==> config.mk <==
export PLATFORM = sky130hd
export DESIGN_NAME = mbs_window
export DESIGN_NICKNAME = d
export VERILOG_FILES = /design/src/rtl/core/mbs_pkg.sv /design/src/rtl/core/mbs_window.sv
export SDC_FILE = /design/constraint.sdc
export NUM_CORES = 2
export LEC_CHECK = 0
export BUFFER_PORTS_ARGS = -buffer_cell sky130_fd_sc_hd__buf_4
export CELL_PAD_IN_SITES_DETAIL_PLACEMENT = 0
export CELL_PAD_IN_SITES_GLOBAL_PLACEMENT = 1
export CORE_MARGIN = 2
export CORE_UTILIZATION = 53
export CTS_CLUSTER_SIZE = 30
export DETAILED_ROUTE_END_ITERATION = 16
export PLACE_DENSITY = 0.94
export SETUP_SLACK_MARGIN = 0.3
export SLEW_MARGIN = 20
export SYNTH_ARGS = -nofsm -noshare
export SYNTH_HDL_FRONTEND = slang
export SYNTH_SLANG_ARGS = --single-unit
==> constraint.sdc <==
create_clock -name clk -period 65 [get_ports clk]
set_input_delay 9.75 -clock clk [delete_from_list [all_inputs] [get_ports clk]]
set_output_delay 9.75 -clock clk [all_outputs]
set_load 0.05 [all_outputs]
==> src/rtl/core/mbs_pkg.sv <==
// Shared types and constants for the multipart body splitter.
`timescale 1ns / 1ps

package mbs_pkg;

  localparam int BYTE_W = 8;
  localparam int IDX_W  = 7;
  localparam int LEN_W  = 7;
  localparam int KIND_W = 2;

  // delimiter characters
  localparam logic [BYTE_W-1:0] CH_CR     = 8'd13;
  localparam logic [BYTE_W-1:0] CH_LF     = 8'd10;
  localparam logic [BYTE_W-1:0] CH_HYPHEN = 8'd45;

  // input function codes
  localparam logic FUNC_DATA = 1'b0;
  localparam logic FUNC_BND  = 1'b1;

  // result kinds
  localparam logic [KIND_W-1:0] KIND_HDR_BYTE = 2'd0;
  localparam logic [KIND_W-1:0] KIND_VAL_BYTE = 2'd1;
  localparam logic [KIND_W-1:0] KIND_HDR_END  = 2'd2;
  localparam logic [KIND_W-1:0] KIND_VAL_END  = 2'd3;

  typedef struct packed {
    logic              func;
    logic [BYTE_W-1:0] data_byte;
    logic [IDX_W-1:0]  pattern_index;
  } in_t;

  typedef struct packed {
    logic [KIND_W-1:0] out_kind;
    logic [BYTE_W-1:0] out_byte;
  } out_t;

  // result of one processed beat
  typedef struct packed {
    logic valid;
    out_t data;
  } res_t;

  // boundary byte write request
  typedef struct packed {
    logic              en;
    logic [IDX_W-1:0]  idx;
    logic [BYTE_W-1:0] data_byte;
  } bnd_wr_t;

endpackage

==> src/rtl/core/mbs_window.sv <==
// Hold-back window, delimiter match and phase tracking for body beats.
`timescale 1ns / 1ps

module mbs_window #(
  parameter int MAX_BOUNDARY = 70
) (
  input  logic                             clk,
  input  logic                             rst_n,
  input  logic                             step,
  input  logic [7:0]                       din,
  input  logic [$clog2(MAX_BOUNDARY+1)-1:0] eff_len,
  input  logic [7:0]                       pat [MAX_BOUNDARY+4],
  output mbs_pkg::res_t                    res
);

  localparam int HD  = MAX_BOUNDARY + 3;   // held bytes at most
  localparam int TD  = MAX_BOUNDARY + 3;   // newest-first copy for matching
  localparam int FW  = $clog2(MAX_BOUNDARY + 4);
  localparam int HAW = $clog2(HD);

  logic          phase_r;
  logic [FW-1:0] fill_r;
  logic [7:0]    head_r [HD];   // oldest byte at 0
  logic [7:0]    tail_r [TD];   // newest held byte at 0

  logic [FW-1:0] dm1;
  logic          reach;
  logic          m0;
  logic          m1;
  logic [TD-1:0] ok_v;
  logic          hit;
  logic          rel;
  logic [FW-1:0] fill_m1;
  logic [FW-1:0] wr_full;
  logic [HAW-1:0] wr_idx;

  // delimiter length less one: CR LF CR LF, or CR LF -- boundary
  assign dm1   = phase_r ? FW'(eff_len) + FW'(3) : FW'(3);
  assign reach = (fill_r >= dm1);

  // header delimiter
  assign m0 = (din == mbs_pkg::CH_LF) && (tail_r[0] == mbs_pkg::CH_CR) &&
              (tail_r[1] == mbs_pkg::CH_LF) && (tail_r[2] == mbs_pkg::CH_CR);

  // value delimiter against the end-aligned pattern
  always_comb begin
    for (int j = 0; j < TD; j++) begin
      ok_v[j] = (FW'(j) >= dm1) || (tail_r[j] == pat[j+1]);
    end
  end
  assign m1 = (din == pat[0]) && (&ok_v);

  assign hit = reach && (phase_r ? m1 : m0);
  assign rel = reach && !hit;

  assign fill_m1 = fill_r - FW'(1);
  assign wr_full = rel ? fill_m1 : fill_r;
  assign wr_idx  = wr_full[HAW-1:0];

  // phase and fill count
  always_ff @(posedge clk) begin
    if (!rst_n) begin
      phase_r <= 1'b0;
      fill_r  <= '0;
    end else if (step) begin
      if (hit) begin
        phase_r <= ~phase_r;
        fill_r  <= '0;
      end else if (!rel) begin
        fill_r <= fill_r + FW'(1);
      end
    end
  end

  // held bytes: shift out the oldest on release, append the new one
  always_ff @(posedge clk) begin
    if (step && !hit) begin
      if (rel) begin
        for (int i = 0; i < HD - 1; i++) begin
          head_r[i] <= head_r[i+1];
        end
      end
      head_r[wr_idx] <= din;
      tail_r[0] <= din;
      for (int j = 1; j < TD; j++) begin
        tail_r[j] <= tail_r[j-1];
      end
    end
  end

  // result of this beat
  always_comb begin
    res.valid = step && (hit || rel);
    if (hit) begin
      res.data.out_kind = phase_r ? mbs_pkg::KIND_VAL_END : mbs_pkg::KIND_HDR_END;
      res.data.out_byte = '0;
    end else begin
      res.data.out_kind = phase_r ? mbs_pkg::KIND_VAL_BYTE : mbs_pkg::KIND_HDR_BYTE;
      res.data.out_byte = head_r[0];
    end
  end

  // checks
  a_fill_bound: assert property (@(posedge clk) disable iff (!rst_n)
    fill_r <= FW'(HD))
    else $error("window fill beyond its depth");

  a_hit_clears: assert property (@(posedge clk) disable iff (!rst_n)
    step && hit |=> (fill_r == '0) && (phase_r != $past(phase_r)))
    else $error("delimiter did not clear window and flip phase");

  a_rel_keeps: assert property (@(posedge clk) disable iff (!rst_n)
    step && rel |=> $stable(fill_r) && $stable(phase_r))
    else $error("release changed fill or phase");

  a_byte_hold: assert property (@(posedge clk) disable iff (!rst_n)
    step && !hit && !rel |=> (fill_r == $past(fill_r) + FW'(1)))
    else $error("held beat did not grow the window");

endmodule

After elaboration in Yosys (flattened, before gate mapping)
Memory sizes are Yosys's and may differ from the RTL's. Index checks and enable logic that the tools add are counted.

Add/sub/neg operators: 3. Magnitude comparators: 74. Eq/ne operators: 79. Multiplexer cells: 13. Bitwise gates (word level): 1. Reduce and logical (&&, ||, !) cells: 86.

Operator list (count): $eq A8 B8 Y1 (74); $ge A6 B7 Y1 const A (32); $ge A5 B7 Y1 const A (16); $logic_or A1 B1 Y1 (74); $reduce_and A73 Y1 (1); $ge A7 B7 Y1 const A (9); $ge A4 B7 Y1 const A (8); $eq A8 B4 Y1 const B (4); $ge A3 B7 Y1 const A (4); $mux W7 (4); $ge A1 B7 Y1 const A (2); $ge A2 B7 Y1 const A (2); $mux W10 (1); $logic_and A1 B1 Y1 (8); $mux W1 (8); $add A7 B1 Y7 const B (1); $add A7 B2 Y7 const B (1); $ge A7 B7 Y1 (1); $sub A7 B1 Y7 const B (1); $reduce_and A2 Y1 (2); $ne A2 B2 Y1 const B (1); $logic_not A1 Y1 (1); $not A1 Y1 (1).

Flip-flop bits (word level): 8. Bits in writable memories: 1168. Word-level logic and storage cells: 260. Memories kept: 2.

Memories: head_r (depth 73, bits a word 8, read ports 73, clocked after Yosys merged registers in 0, write ports 73, line mbs_window.sv:23) `logic [7:0] head_r [HD];`; tail_r (depth 73, bits a word 8, read ports 73, clocked after Yosys merged registers in 0, write ports 73, line mbs_window.sv:24) `logic [7:0] tail_r [TD];`.

Longest topological paths before layout
Depth after elaboration: 13. Mapped depth: 22. Mapped depth without buffers: 16.

Worst setup path before layout
OpenSTA, ideal clock, no wires.

Path type: input to register. Start point: input port eff_len[0]. End point: memory tail_r[0][0], enable pin. Setup time: 1.549 ns. Arrival: 36.443 ns. Setup slack: 27.008 ns. Stages on the path: 16. Path through: buf_6 > clkbuf_1 > inv_1 > ha_1 > buf_2 > clkbuf_1 > or3b_2 > a31oi_1 > o22ai_1 > a221oi_1 > nand3b_1 > nor4_1 > nand2_1 > or2_2 > a21oi_1 > nor2_1.

RTL lines: from (decl) (line mbs_window.sv:11) `input logic [$clog2(MAX_BOUNDARY+1)-1:0] eff_len,`; to (decl) (line mbs_window.sv:24).

==> results.yml <==
status:
  status: "complete, no violations"
clock_network:
  cts_setup_buffers: 0
  ctsHoldBuffers: 0
  tritoncts: "yes"
  clock_latency_ps: 730
  cts_root_buf: "clkbuf_16"
  cts-buffers-inserted: 117
  htreeDepth: 3
  clk_pin_slew_ps: 60
  cts_resized: 0
  clockBufferDepth: 3
  cts_sinks: 1176
floorplanning:
  die_x_um: 319
  design.core.area_um2: 98300
  placementRows: 115
  start_util_pct: 53.4
  io_pins: 621
  die_y_um: 319
  fp.dieArea_um2: 102000
drt:
  dr.pass1.iters: 5
  final_antenna_net_count: 0
  first_iter_violations: 3410
  vias: 31365
  drc_errors: 0
  wire_per_inst_um: 27.6
  vias_per_cell: 5.91
  wl_um: 146000
critical_path:
  r2r_cells: 13
  critPathKind: "in -> out"
  r2r_start: "tail_r[4][15]"
  startpoint_type: "input pin"
  worstPathArrival_ps: 14260
  crit_buf_inv: 4
  crit_cells: 17
  critical_path_required_ps: 55250
  endpoint: "res[2]"
  worstPathMaxFanout: 19
  r2r_end: "head_r[71][6]"
  ff2ff_setup_slack_ps: 58200
  path_common_cell: "buf_4"
  max_stage_delay_ps: 740
  critical_path.startpoint: "eff_len[0]"
  slowest_stage: "nor3b_2"
  path_cells: "buf_4 > inv_1 > ha_1 > xnor2_1 > nor3b_2 > nand2_1 > o21ai_0 > o2111ai_1 > a2111oi_0 > nand4_1 > nor4_1 > nand2_1 > or2_2 > a21oi_1 > buf_4 > nor2b_1 > buf_4"
  end_kind: "output pin"
  critical-path-top-delay-family: "simple AND/OR/NAND/NOR gates"
sta:
  hold_ws_ps: 446
  worstMarginPinSlew_ps: 1350
  finalCriticalPeriod_ps: 24010
  rsz0062_at_grt: "false"
  finalCritPeriodShare_pct: 36.9
  clock_skew_ps: 46.4
  drv_slew: 0
  hold_viol: 0
  setup_viol: 0
  maxSlewHeadroom_pct: 9.07
  max_freq_mhz: 41.7
  tns_ps: 0
global_routing:
  grt_pass1_vias: 31622
  grt_overflow: 0
  antenna_found_initial: 42
  grt_usage_pct: 28.2
  grt_pass1_wl_um: 209000
  grt_use_met1_pct: 34.5
  grt_use_met3_pct: 5.94
  grt_max_degree: 219
  gr-max-usage-layer: "met2"
  gr-usage-met2_pct: 47.6
power:
  p_leak_nw: 22.0
  power_frac_clock_pct: 40.6
  p_sw_mw: 0.388
  power.density_nw_per_um2: 27.4
  sw_frac_of_total_pct: 22.7
  p_seq_share_pct: 52.1
  vdd_drop_max_mv: 0.0234
  p_int_mw: 1.32
  comb_power_share_pct: 7.4
synthesis:
  synth_area_um2: 52500
  netlist_instances: 3249
  syn_nets: 3869
  synth_cell_types: 87
  synth_edf_count: 1168
  ys_seq_area_share_pct: 67.1
  async_flop_share_pct: 0
  syn_area_per_cell_um2: 16.2
  ys_ff_latch: 1176
  yosysWarnings: 0
  synth_ff_type: "edfxtp_1"
place:
  port_buffers: 620
  dpl_cell_area_um2: 58400
  gp_congestion: 0.941
  hpwl_um: 106000
min_path:
  hp-class: "reg -> reg"
finish:
  final_cell_mix: "edfxtp_1 (1168), buf_4 (637), mux2_2 (432)"
  drive_gt1_share_pct: 34.0
  syn_to_final_growth_pct: 18.9
  design_area_um2: 62400
  nNetsFinal: 4499
  final_common_cell: "edfxtp_1"
job:
  drv_cap: 0
## cell type report
class	count	area, um2
fillers	6948	35800
flip-flops and latches	1176	35200
multi-input cells	1927	16600
repair buffers	641	4860
clock buffers	134	2990
well taps	1287	1610
clock inverters	86	960
diodes	37	92.6
inverters	16	61.3
## cells by family (layout without fill, tap and decap cells)
group | Yosys count | count (layout) | share of synthesized area (%)
and+or+nand+nor | 555 | 555 | 6.31
adders and majority gates | 10 | 10 | 0.238
other | 0 | 37 | 0
AOI/OAI and AO/OA | 173 | 173 | 2.49
buffers and inverters | 146 | 877 | 1.27
muxes | 580 | 580 | 12.4
DFF | 1176 | 1176 | 67.1
xor gates and xnor gates | 609 | 609 | 10.2
## power groups by stage
stage                     Sequential, mW  Clock, mW  Combinational (mW)
final                              0.891      0.694               0.126
after global routing               0.892      0.731               0.135
after CTS                          0.890      0.701               0.126
after detailed placement           0.905          0               0.124
after global placement             0.904          0               0.122
after floorplan                    0.910          0              0.0670
## how the worst min path moves through the flow
stage,startpoint,end,slack (ps),depth (start not counted)
after floorplan,tail_r[0][96],tail_r[0][104],450,0
after global placement,tail_r[2][106],tail_r[2][114],450,0
after detailed placement,tail_r[2][89],tail_r[2][97],450,0
after CTS,tail_r[1][53],tail_r[1][61],460,0
after global routing,tail_r[1][1],tail_r[1][9],470,0
final,tail_r[1][53],tail_r[1][61],450,0
## state kept, by name, indices dropped and copies added (netlist names)
signal / cells
tail_r: 584
head_r: 584
fill_r: 7
phase_r: 1
## cell usage after synthesis, types with 4 or more instances
| library cell | n | area share [%] |
|---|---|---|
| nor4_1 | 93 | 1.1 |
| a21o_1 | 7 | 0.10 |
| or2_2 | 25 | 0.30 |
| and2_1 | 14 | 0.17 |
| nand3_2 | 33 | 0.63 |
| nor2_1 | 46 | 0.33 |
| clkbuf_1 | 89 | 0.64 |
| or4_1 | 5 | 0.071 |
| inv_1 | 14 | 0.10 |
| nand3_4 | 8 | 0.27 |
| a211oi_1 | 4 | 0.057 |
| nor4b_1 | 4 | 0.067 |
| buf_6 | 4 | 0.086 |
| o31ai_1 | 8 | 0.11 |
| a31oi_1 | 5 | 0.060 |
| o21ai_0 | 29 | 0.28 |
| buf_4 | 18 | 0.26 |
| mux2_1 | 144 | 3.1 |
| nand4_1 | 89 | 1.1 |
| ha_1 | 10 | 0.24 |
| mux2_2 | 432 | 9.3 |
| buf_2 | 18 | 0.17 |
| nor3b_1 | 5 | 0.071 |
| nand2_1 | 119 | 0.85 |
| xor2_1 | 317 | 5.3 |
| o22ai_1 | 13 | 0.15 |
| nor2b_1 | 24 | 0.29 |
| o32ai_1 | 4 | 0.067 |
| o2111ai_1 | 6 | 0.10 |
| nand2b_1 | 11 | 0.13 |
| edfxtp_1 | 1168 | 67 |
| nand3_1 | 20 | 0.19 |
| dfxtp_1 | 8 | 0.30 |
| xnor2_1 | 292 | 4.9 |
| nor3_1 | 18 | 0.17 |
| and3_1 | 7 | 0.083 |
| a22oi_1 | 6 | 0.086 |
| nand2_2 | 5 | 0.060 |
| a21oi_1 | 35 | 0.33 |
| or3_1 | 11 | 0.13 |
| o211ai_1 | 7 | 0.10 |
| o21a_1 | 4 | 0.057 |
## per-layer routing
metal,up-vias,part of all wire (%)
met5,-,0.017
met4,4,4.8
met3,289,7.6
met2,1395,50
met1,15917,37
li1,13760,-
## stage by stage
step	cells	total power [mW]	util [%]	worst slack, ps
global route	5303	1.76	63.5	40680
finish	5304	1.71	63.5	40990
global placement	5046	1.03	59.4	40670
CTS	5266	1.72	63.4	41110
floorplan	3249	0.977	-	27010
detailed placement	5046	1.03	59.4	41150
Power figures use the tool's default switching activity.
