`config.mk`:
```
export PLATFORM = sky130hd
export DESIGN_NAME = mbs_delim
export DESIGN_NICKNAME = d
export VERILOG_FILES = /design/src/rtl/core/mbs_pkg.sv /design/src/rtl/core/mbs_bnd_mem.sv /design/src/rtl/core/mbs_delim.sv
export SDC_FILE = /design/constraint.sdc
export NUM_CORES = 2
export LEC_CHECK = 0
export BUFFER_PORTS_ARGS = -buffer_cell sky130_fd_sc_hd__buf_2
export CAP_MARGIN = 20
export CORE_MARGIN = 4
export CORE_UTILIZATION = 55
export CTS_BUF_LIST = sky130_fd_sc_hd__clkbuf_8
export CTS_CLUSTER_DIAMETER = 150
export DETAILED_ROUTE_END_ITERATION = 8
export HOLD_SLACK_MARGIN = 0.12
export PLACE_DENSITY = 0.74
export SYNTH_ARGS = -nofsm -noshare
export SYNTH_HDL_FRONTEND = slang
export SYNTH_SLANG_ARGS = --single-unit
export TNS_END_PERCENT = 20
```
`constraint.sdc`:
```
create_clock -name clk -period 75.7 [get_ports clk]
set_input_delay 0 -clock clk [delete_from_list [all_inputs] [get_ports clk]]
set_output_delay 0 -clock clk [all_outputs]
set_load 0.01 [all_outputs]
```
`src/rtl/core/mbs_pkg.sv`:
```
// Shared types and constants for the multipart body splitter.
`timescale 1ns / 1ps

package mbs_pkg;

  localparam int BYTE_W = 8;
  localparam int IDX_W  = 7;
  localparam int LEN_W  = 7;
  localparam int KIND_W = 2;

  // delimiter characters
  localparam logic [BYTE_W-1:0] CH_CR     = 8'd13;
  localparam logic [BYTE_W-1:0] CH_LF     = 8'd10;
  localparam logic [BYTE_W-1:0] CH_HYPHEN = 8'd45;

  // input function codes
  localparam logic FUNC_DATA = 1'b0;
  localparam logic FUNC_BND  = 1'b1;

  // result kinds
  localparam logic [KIND_W-1:0] KIND_HDR_BYTE = 2'd0;
  localparam logic [KIND_W-1:0] KIND_VAL_BYTE = 2'd1;
  localparam logic [KIND_W-1:0] KIND_HDR_END  = 2'd2;
  localparam logic [KIND_W-1:0] KIND_VAL_END  = 2'd3;

  typedef struct packed {
    logic              func;
    logic [BYTE_W-1:0] data_byte;
    logic [IDX_W-1:0]  pattern_index;
  } in_t;

  typedef struct packed {
    logic [KIND_W-1:0] out_kind;
    logic [BYTE_W-1:0] out_byte;
  } out_t;

  // result of one processed beat
  typedef struct packed {
    logic valid;
    out_t data;
  } res_t;

  // boundary byte write request
  typedef struct packed {
    logic              en;
    logic [IDX_W-1:0]  idx;
    logic [BYTE_W-1:0] data_byte;
  } bnd_wr_t;

endpackage

```
`src/rtl/core/mbs_bnd_mem.sv`:
```
// Boundary byte store: one write port, one registered read port.
`timescale 1ns / 1ps

module mbs_bnd_mem #(
  parameter int MAX_BOUNDARY = 70
) (
  input  logic                            clk,
  input  logic                            we,
  input  logic [$clog2(MAX_BOUNDARY)-1:0] waddr,
  input  logic [7:0]                      wdata,
  input  logic [$clog2(MAX_BOUNDARY)-1:0] raddr,
  output logic [7:0]                      rdata
);

  logic [7:0] mem_r [MAX_BOUNDARY];
  logic [7:0] rdata_r;

  // write port
  always_ff @(posedge clk) begin
    if (we) begin
      mem_r[waddr] <= wdata;
    end
  end

  // registered read port
  always_ff @(posedge clk) begin
    rdata_r <= mem_r[raddr];
  end

  assign rdata = rdata_r;

endmodule

```
`src/rtl/core/mbs_delim.sv`:
```
// Boundary length register, boundary store and the end-aligned value delimiter.
`timescale 1ns / 1ps

module mbs_delim #(
  parameter int MAX_BOUNDARY = 70
) (
  input  logic                             clk,
  input  logic                             rst_n,
  input  logic                             cfg_we,
  input  logic [6:0]                       cfg_len,
  input  mbs_pkg::bnd_wr_t                 bwr,
  output logic [$clog2(MAX_BOUNDARY+1)-1:0] eff_len,
  output logic                             busy,
  output logic [7:0]                       pat [MAX_BOUNDARY+4]
);

  localparam int LW    = $clog2(MAX_BOUNDARY + 1);
  localparam int AW    = $clog2(MAX_BOUNDARY);
  localparam int PD    = MAX_BOUNDARY + 4;
  localparam int PAW   = $clog2(PD);
  localparam int LEN_W = mbs_pkg::LEN_W;
  localparam logic [LEN_W-1:0] LEN_MAX = LEN_W'(MAX_BOUNDARY);

  typedef enum logic [1:0] {ST_IDLE, ST_FIX, ST_SWEEP} st_t;

  st_t             state_r;
  logic [LEN_W-1:0] len_r;
  logic [LW-1:0]   cnt_r;
  logic [7:0]      pat_r [PD];

  logic [LEN_W-1:0] len7;
  logic [LW-1:0]   raddr_w;
  logic [7:0]      rdata;
  logic            sweep_last;
  logic            mem_we;
  logic            bnd_in_use;
  logic [LEN_W-1:0] pw_full;
  logic [PAW-1:0]  pw_idx;
  logic [PAW-1:0]  fix_base;

  // clamp the programmed length to 1..MAX_BOUNDARY
  always_comb begin
    if (len_r == '0) begin
      eff_len = LW'(1);
    end else if (len_r > LEN_MAX) begin
      eff_len = LW'(MAX_BOUNDARY);
    end else begin
      eff_len = len_r[LW-1:0];
    end
  end

  assign len7     = LEN_W'(eff_len);
  assign fix_base = PAW'(eff_len);

  // boundary writes from the data path; bytes in use also land in the pattern
  assign mem_we     = bwr.en && (bwr.idx < LEN_MAX);
  assign bnd_in_use = bwr.en && (bwr.idx < len7);
  assign pw_full    = len7 - bwr.idx - LEN_W'(1);
  assign pw_idx     = pw_full[PAW-1:0];

  // rebuild sweep reads the store from its last used byte down
  assign sweep_last = (cnt_r == eff_len - LW'(1));
  always_comb begin
    case (state_r)
      ST_FIX:   raddr_w = eff_len - LW'(1);
      ST_SWEEP: raddr_w = sweep_last ? '0 : eff_len - cnt_r - LW'(2);
      default:  raddr_w = '0;
    endcase
  end

  mbs_bnd_mem #(
    .MAX_BOUNDARY(MAX_BOUNDARY)
  ) u_mem (
    .clk  (clk),
    .we   (mem_we),
    .waddr(bwr.idx[AW-1:0]),
    .wdata(bwr.data_byte),
    .raddr(raddr_w[AW-1:0]),
    .rdata(rdata)
  );

  // rebuild sequencer and pattern register; pattern entry t pairs with the
  // byte t places back from the newest one
  always_ff @(posedge clk) begin
    if (!rst_n) begin
      state_r <= ST_FIX;
      cnt_r   <= '0;
      len_r   <= LEN_W'(1);
    end else begin
      if (cfg_we) begin
        len_r <= cfg_len;
      end
      case (state_r)
        ST_FIX: begin
          pat_r[fix_base]            <= mbs_pkg::CH_HYPHEN;
          pat_r[fix_base + PAW'(1)]  <= mbs_pkg::CH_HYPHEN;
          pat_r[fix_base + PAW'(2)]  <= mbs_pkg::CH_LF;
          pat_r[fix_base + PAW'(3)]  <= mbs_pkg::CH_CR;
          cnt_r   <= '0;
          state_r <= ST_SWEEP;
        end
        ST_SWEEP: begin
          pat_r[PAW'(cnt_r)] <= rdata;
          cnt_r <= cnt_r + LW'(1);
          if (sweep_last) begin
            state_r <= ST_IDLE;
          end
        end
        ST_IDLE: begin
          if (bnd_in_use) begin
            pat_r[pw_idx] <= bwr.data_byte;
          end
        end
        default: state_r <= ST_IDLE;
      endcase
      // a new length restarts the rebuild
      if (cfg_we) begin
        state_r <= ST_FIX;
      end
    end
  end

  assign busy = (state_r != ST_IDLE);
  assign pat  = pat_r;

endmodule

```
Word level (Yosys, flattened, before mapping)
Memories as Yosys holds them, arrays and structs flattened. A register that Yosys moved wholly into a read port is not among the register bits.
Cells that the tools add are included.
Widths: inputs -> output; s select.
{ "op_classes": {"add_sub_neg": 9, "n_eq_ne": 5, "magnitude_cmp": 15, "mux": 25, "bitwise": 20, "n_reduce_logical": 16} }
{ "ops": {"columns": ["op", "count"], "rows": [
  ["$pmux 592 s3", 1],
  ["$bwmux 592", 2],
  ["$and 296x296->296", 2],
  ["$mux 592", 1],
  ["$not 296->296", 2],
  ["$or 296x296->296", 2],
  ["$and 444x444->444", 1],
  ["$not 444->444", 1],
  ["$and 370x370->370", 1],
  ["$not 370->370", 1],
  ["$demux 8 s7", 6],
  ["$or 222x222->222", 1],
  ["$or 148x148->148", 1],
  ["$ge 8x8->1 const B", 6],
  ["$lt 8x1->1 const B", 6],
  ["$mux 8", 6],
  ["$not 7->8", 6],
  ["$pmux 7 s2", 2],
  ["$mux 7", 3],
  ["$add 7x1->7 const B", 2],
  ["$add 7x2->7 const B", 2],
  ["$sub 7x1->7 const B", 2],
  ["$sub 7x7->7", 2],
  ["$logic_and 1x1->1", 8],
  ["19 further kinds", 23]
]} }
{ "totals": {"word_cells": 168, "n_memories": 1, "output_inout_bits": 600, "mem_bits_rw": 560, "reg_bits": 608} }
{ "mem_list": {"columns": ["name", "depth", "width", "read_ports", "rd_clocked_by_memory_dff", "wr", "line_no", "text"], "rows": [
  ["u_mem.mem_r", 70, 8, 1, 1, 1, "mbs_bnd_mem.sv:15", "logic [7:0] mem_r [MAX_BOUNDARY];"]
]} }

Longest topological paths before layout
{ "depth": {"depth_word": 14, "mapped_depth": 25} }

Modules after synthesis
Synthesis repeated with hierarchy kept, for this count alone.
{ "hier_totals": {"cells_unflattened": 6373, "hier_area_um2": 70636.5} }
{ "by_module_without_submodules": {"columns": ["module", "cells_per_inst", "n_inst", "area_per_inst_um2"], "rows": [
  ["mbs_delim", 5339, 1, 48631.6],
  ["mbs_bnd_mem", 1034, 1, 22004.9]
]} }

Worst setup path before layout
Ideal clock, no wire load.
{ "synth_path": {"kind": "register to register", "start": "reg len_r[3]", "end": "reg pat_r (netlist bit pat[0]), enable pin", "period_less_slack_ps": 47929, "arrival_time_ps": 45536, "slack_ps": 27771, "required_ps": 73307, "stages_incl_launch_ff": 18, "path_cell_list": "dfxtp_1 > clkbuf_1 > nor3_1 > clkbuf_1 > a21oi_1 > o21ai_0 > clkbuf_1 > clkbuf_1 > ha_1 > inv_1 > a21o_1 > a21oi_1 > nor2_1 > o21ai_0 > a21boi_0 > o21ai_0 > a31oi_1 > nor3b_1"} }
{ "synth_between": {"elab_chain_cells": 7} }
{ "synth_lines": {"columns": ["item", "line_no", "text"], "rows": [
  ["start, declared", "mbs_delim.sv:27", "logic [LEN_W-1:0] len_r;"],
  ["start signal, assigned", "mbs_delim.sv:91", "len_r <= cfg_len;"],
  ["$gt 7x7->1", "mbs_delim.sv:45", "end else if (len_r > LEN_MAX) begin"],
  ["$mux 7", "mbs_delim.sv:45", null],
  ["$mux 7 *", "mbs_delim.sv:43", "if (len_r == '0) begin"],
  ["via eff_len[0]", "mbs_delim.sv:12", "output logic [$clog2(MAX_BOUNDARY+1)-1:0] eff_len,"],
  ["$lt 7x7->1 *", "mbs_delim.sv:57", "assign bnd_in_use = bwr.en && (bwr.idx < len7);"],
  ["$logic_and 1x1->1 *", "mbs_delim.sv:57", null],
  ["$ne 2x2->1 (no line) *", null, null],
  ["$reduce_and 3->1 (no line) *", null, null],
  ["end signal, assigned by index", "mbs_delim.sv:95", "pat_r[fix_base] <= mbs_pkg::CH_HYPHEN;"],
  ["end signal, assigned by index", "mbs_delim.sv:96", "pat_r[fix_base + PAW'(1)] <= mbs_pkg::CH_HYPHEN;"],
  ["end signal, assigned by index", "mbs_delim.sv:97", "pat_r[fix_base + PAW'(2)] <= mbs_pkg::CH_LF;"],
  ["end, declared", "mbs_delim.sv:29", "logic [7:0] pat_r [PD];"]
]} }
The timed path passes the listed nets; every way through them passes the cells marked *.
A chain may end at the register's enable or synchronous reset.

Worst setup path after layout
{ "layout_path": {"start": "reg len_r[3]", "end": "reg pat_r (netlist bit pat[114]), enable pin"} }
{ "layout_between": {"elab_chain_cells": 7} }
{ "layout_lines": {"columns": ["item", "line_no"], "rows": [
  ["$gt 7x7->1", "mbs_delim.sv:45"],
  ["$mux 7", "mbs_delim.sv:45"],
  ["$mux 7 *", "mbs_delim.sv:43"],
  ["$lt 7x7->1 *", "mbs_delim.sv:57"],
  ["$logic_and 1x1->1 *", "mbs_delim.sv:57"],
  ["$ne 2x2->1 (no line) *", null],
  ["$reduce_and 3->1 (no line) *", null]
]} }
Every way passes the cells marked *; elsewhere a longest branch is shown, timed or not.

==> out/qor.txt <==
run status: complete, but fails checks
violated checks: DRC
Synth Register Bits: 1,176
Crit-path slowest cell: dfxtp_1
Die Y: 361 um
critical path arrival: 8330 ps
Post-synth EDFFs: 1,152
DR WL/cell: 35.8 um
TritonCTS clock tree: done
count leader, synth: edfxtp_1
drt pass-1 iters: 9
Yosys cell types: 84
vias in the first global route: 59,700
Data required, critical path: 76,310 ps
Logic pwr share: 24.7%
number of DRC markers in iteration 0: 13,300
met2 usage: 61.3%
CTS buffer count: 195
Crit Path Class: reg -> reg
proportion of layout cells with a drive suffix above 1: 20.5%
syn_nets: 6,414
Yosys warnings: 0
CP dominant cell by count: buf_4
Placed Area: 73,100 um^2
clk sink count: 1,176
first-pass GRT wire length: 439 mm
overflow left after global routing: 0
via count: 65,200
gpl congestion: 1.05
Internal: 1.18 mW
Post-synth ARST share: 0%
skew final: 49.0 ps
M1 GR Usage: 59.0%
top cell type's share of synthesized area: 50.5%
count of pins over their slew limit: 0
clk_lat worst skew: 1030 ps
TNS Setup: 0 ps
Post-Place Worst Slack: 68,860 ps
HP Class: in -> reg
maxcap violations: 0
critical path, cell by cell: or3_1, a21oi_1, buf_4, inv_1, ha_1, a21o_1, a21oi_1, nor2_1, o21ai_0, a21boi_0, o21ai_0, a31oi_1, dlygate4sd3_1, nor3b_2, buf_4, buf_4, buf_4
Clock transition at path regs: 70 ps
Sw Share: 36.5%
Final Hold Fails: 0
slowest stage delay, CP: 1100 ps
htree depth: 4
core area: 124,000 um^2
Main synth FF type: edfxtp_1
synthesized area: 68,500 um^2
Switching Power: 0.681 mW
P_leak: 31.0 nW
Period minus WS final: 7720 ps
largest area contributor in the netlist: edfxtp_1
Synth area leaders: edfxtp_1, mux2i_1, mux2_2
PD cells: 24.1 nW/um^2
largest net degree at the start of global routing: 174
Clock power frac: 29.5%
IO Count: 626
Slew HR: 14.4%
register share of total power: 45.8%
clk root buf: clkbuf_8
post-route setup slack: 67,980 ps
GR Util All Layers: 46.0%
initial core utilization: 55.4%
Commonest cells post-synth: edfxtp_1, nand2_1, mux2i_1
Die ar.: 130,000 um^2
Post-Route WL: 313 mm
RSZ-0062 raised after global routing: false
input/output buffers: 625
post-route ant nets: 0
Post-CTS Setup Inserts: 0
vias per inst: 7.48
DIE WIDTH: 361 um
fin area: 77,500 um^2
DP HPWL: 204 mm
filler cell count: 10,000
Max IR drop VDD: 0.0000215 V
grt peak-use layer: met2
antenna violations before repair: 19
CP endpoint kind: flip-flop
area grow syn2layout: 13.2%
Worst setup SP type: flip-flop
synthesized area per cell: 10.8 um^2
row count: 129
Seq/Total Area, Yosys: 51.2%
DRC Markers: 2
CP Max Fanout: 70
Clock Tree Buf Depth: 3
total setup violations reported at the end of the flow: 0
Final Net Count: 6,973
Final period util: 10.2%
GR Layer Usage met3: 23.4%
Gate Count Post-Synth: 6,356
slew at the pin with the worst max-slew slack: 1280 ps
f_max: 0.129 GHz
-- sequential cells by signal, summed over array words and instances (netlist names) --
signal and cells:
u_mem.rdata 8, u_mem.mem_r 560, state_r 2, pat 592
cnt_r 7, len_r 7
-- placed cells by master (no fill, tap or decap), types with 157 or more instances in the layout --
cell / Yosys / layout
a21oi_1: 375 / 374
buf_2: 37 / 622
clkbuf_8: 0 / 197
edfxtp_1: 1152 / 1152
inv_1: 187 / 246
mux2_2: 355 / 355
mux2i_1: 653 / 653
nand2_1: 852 / 847
nand3_1: 158 / 157
nor2_1: 350 / 343
o21ai_0: 419 / 418
o221ai_1: 390 / 390
-- worst max-delay path: cells and delay by family (launching register included) --
family | cells | cell delay [ps]
compound gates | 7 | 1140
fa+ha+maj | 1 | 310
buf+inv | 6 | 3680
flops | 1 | 1100
simple gates | 3 | 930
-- final cells by class --
class | instances | area [um^2] | area share [%]
clock buffer | 196 | 2700 | 3.48
clock inverter | 158 | 902 | 1.16
inverter | 190 | 728 | 0.939
tap | 1637 | 2050 | 2.64
antenna | 12 | 30.0 | 0.0387
multi-input combinational | 4518 | 31000 | 40.0
sequential | 1176 | 35100 | 45.3
timing repair buffer | 834 | 5030 | 6.49
-- cell families (layout without fill, tap and decap cells) --
logic type | count (synthesis) | after routing | share of synthesized area, %
buf+inv | 662 | 1378 | 3.90
mux | 1008 | 1008 | 15.4
xor+xnor | 26 | 26 | 0.352
simple gates | 1687 | 1687 | 10.7
compound gates | 1765 | 1765 | 17.9
flops | 1176 | 1176 | 51.2
fa+ha+maj | 32 | 32 | 0.606
other cells | 0 | 12 | 0
-- through the flow --
stage,util [%],instances,hold WS [ps],power (mW)
floorplan,-,6356,98.9,1.12
global placement,59.1,8278,298,1.28
detailed placement,59.1,8281,297,1.29
CTS,62.5,8696,122,1.82
global route,62.7,8710,158,1.90
finish,62.7,8721,195,1.87
-- final timing paths --
kind	slack, ps	cells past startpoint	endpoint	start
hold reg to reg	600	2	pat[300]	pat[300]
setup reg to reg	67980	17	pat[114]	len_r[3]
hold / removal	190	5	pat[391]	bwr[7]
setup / recovery	67980	17	pat[114]	len_r[3]
-- power by group through the flow --
stage / combinational (mW) / clock (mW) / sequential, mW
floorplan: 0.242 / 0 / 0.874
global placement: 0.420 / 0 / 0.857
detailed placement: 0.427 / 0 / 0.860
CTS: 0.432 / 0.546 / 0.847
global route: 0.472 / 0.575 / 0.854
finish: 0.461 / 0.551 / 0.854
-- per-layer routing --
layer | routed length, um | part of all wire [%]
met5 | 49 | 0.016
met4 | 26400 | 8.4
met3 | 58800 | 19
met2 | 121000 | 39
met1 | 106000 | 34
-- timing repair --
action | in CTS | in global routing
hold buffers | 61 | 0
gates resized for setup | 0 | 0
hold endpoints to repair | 1262 | 0
Power figures use the tool's default switching activity.
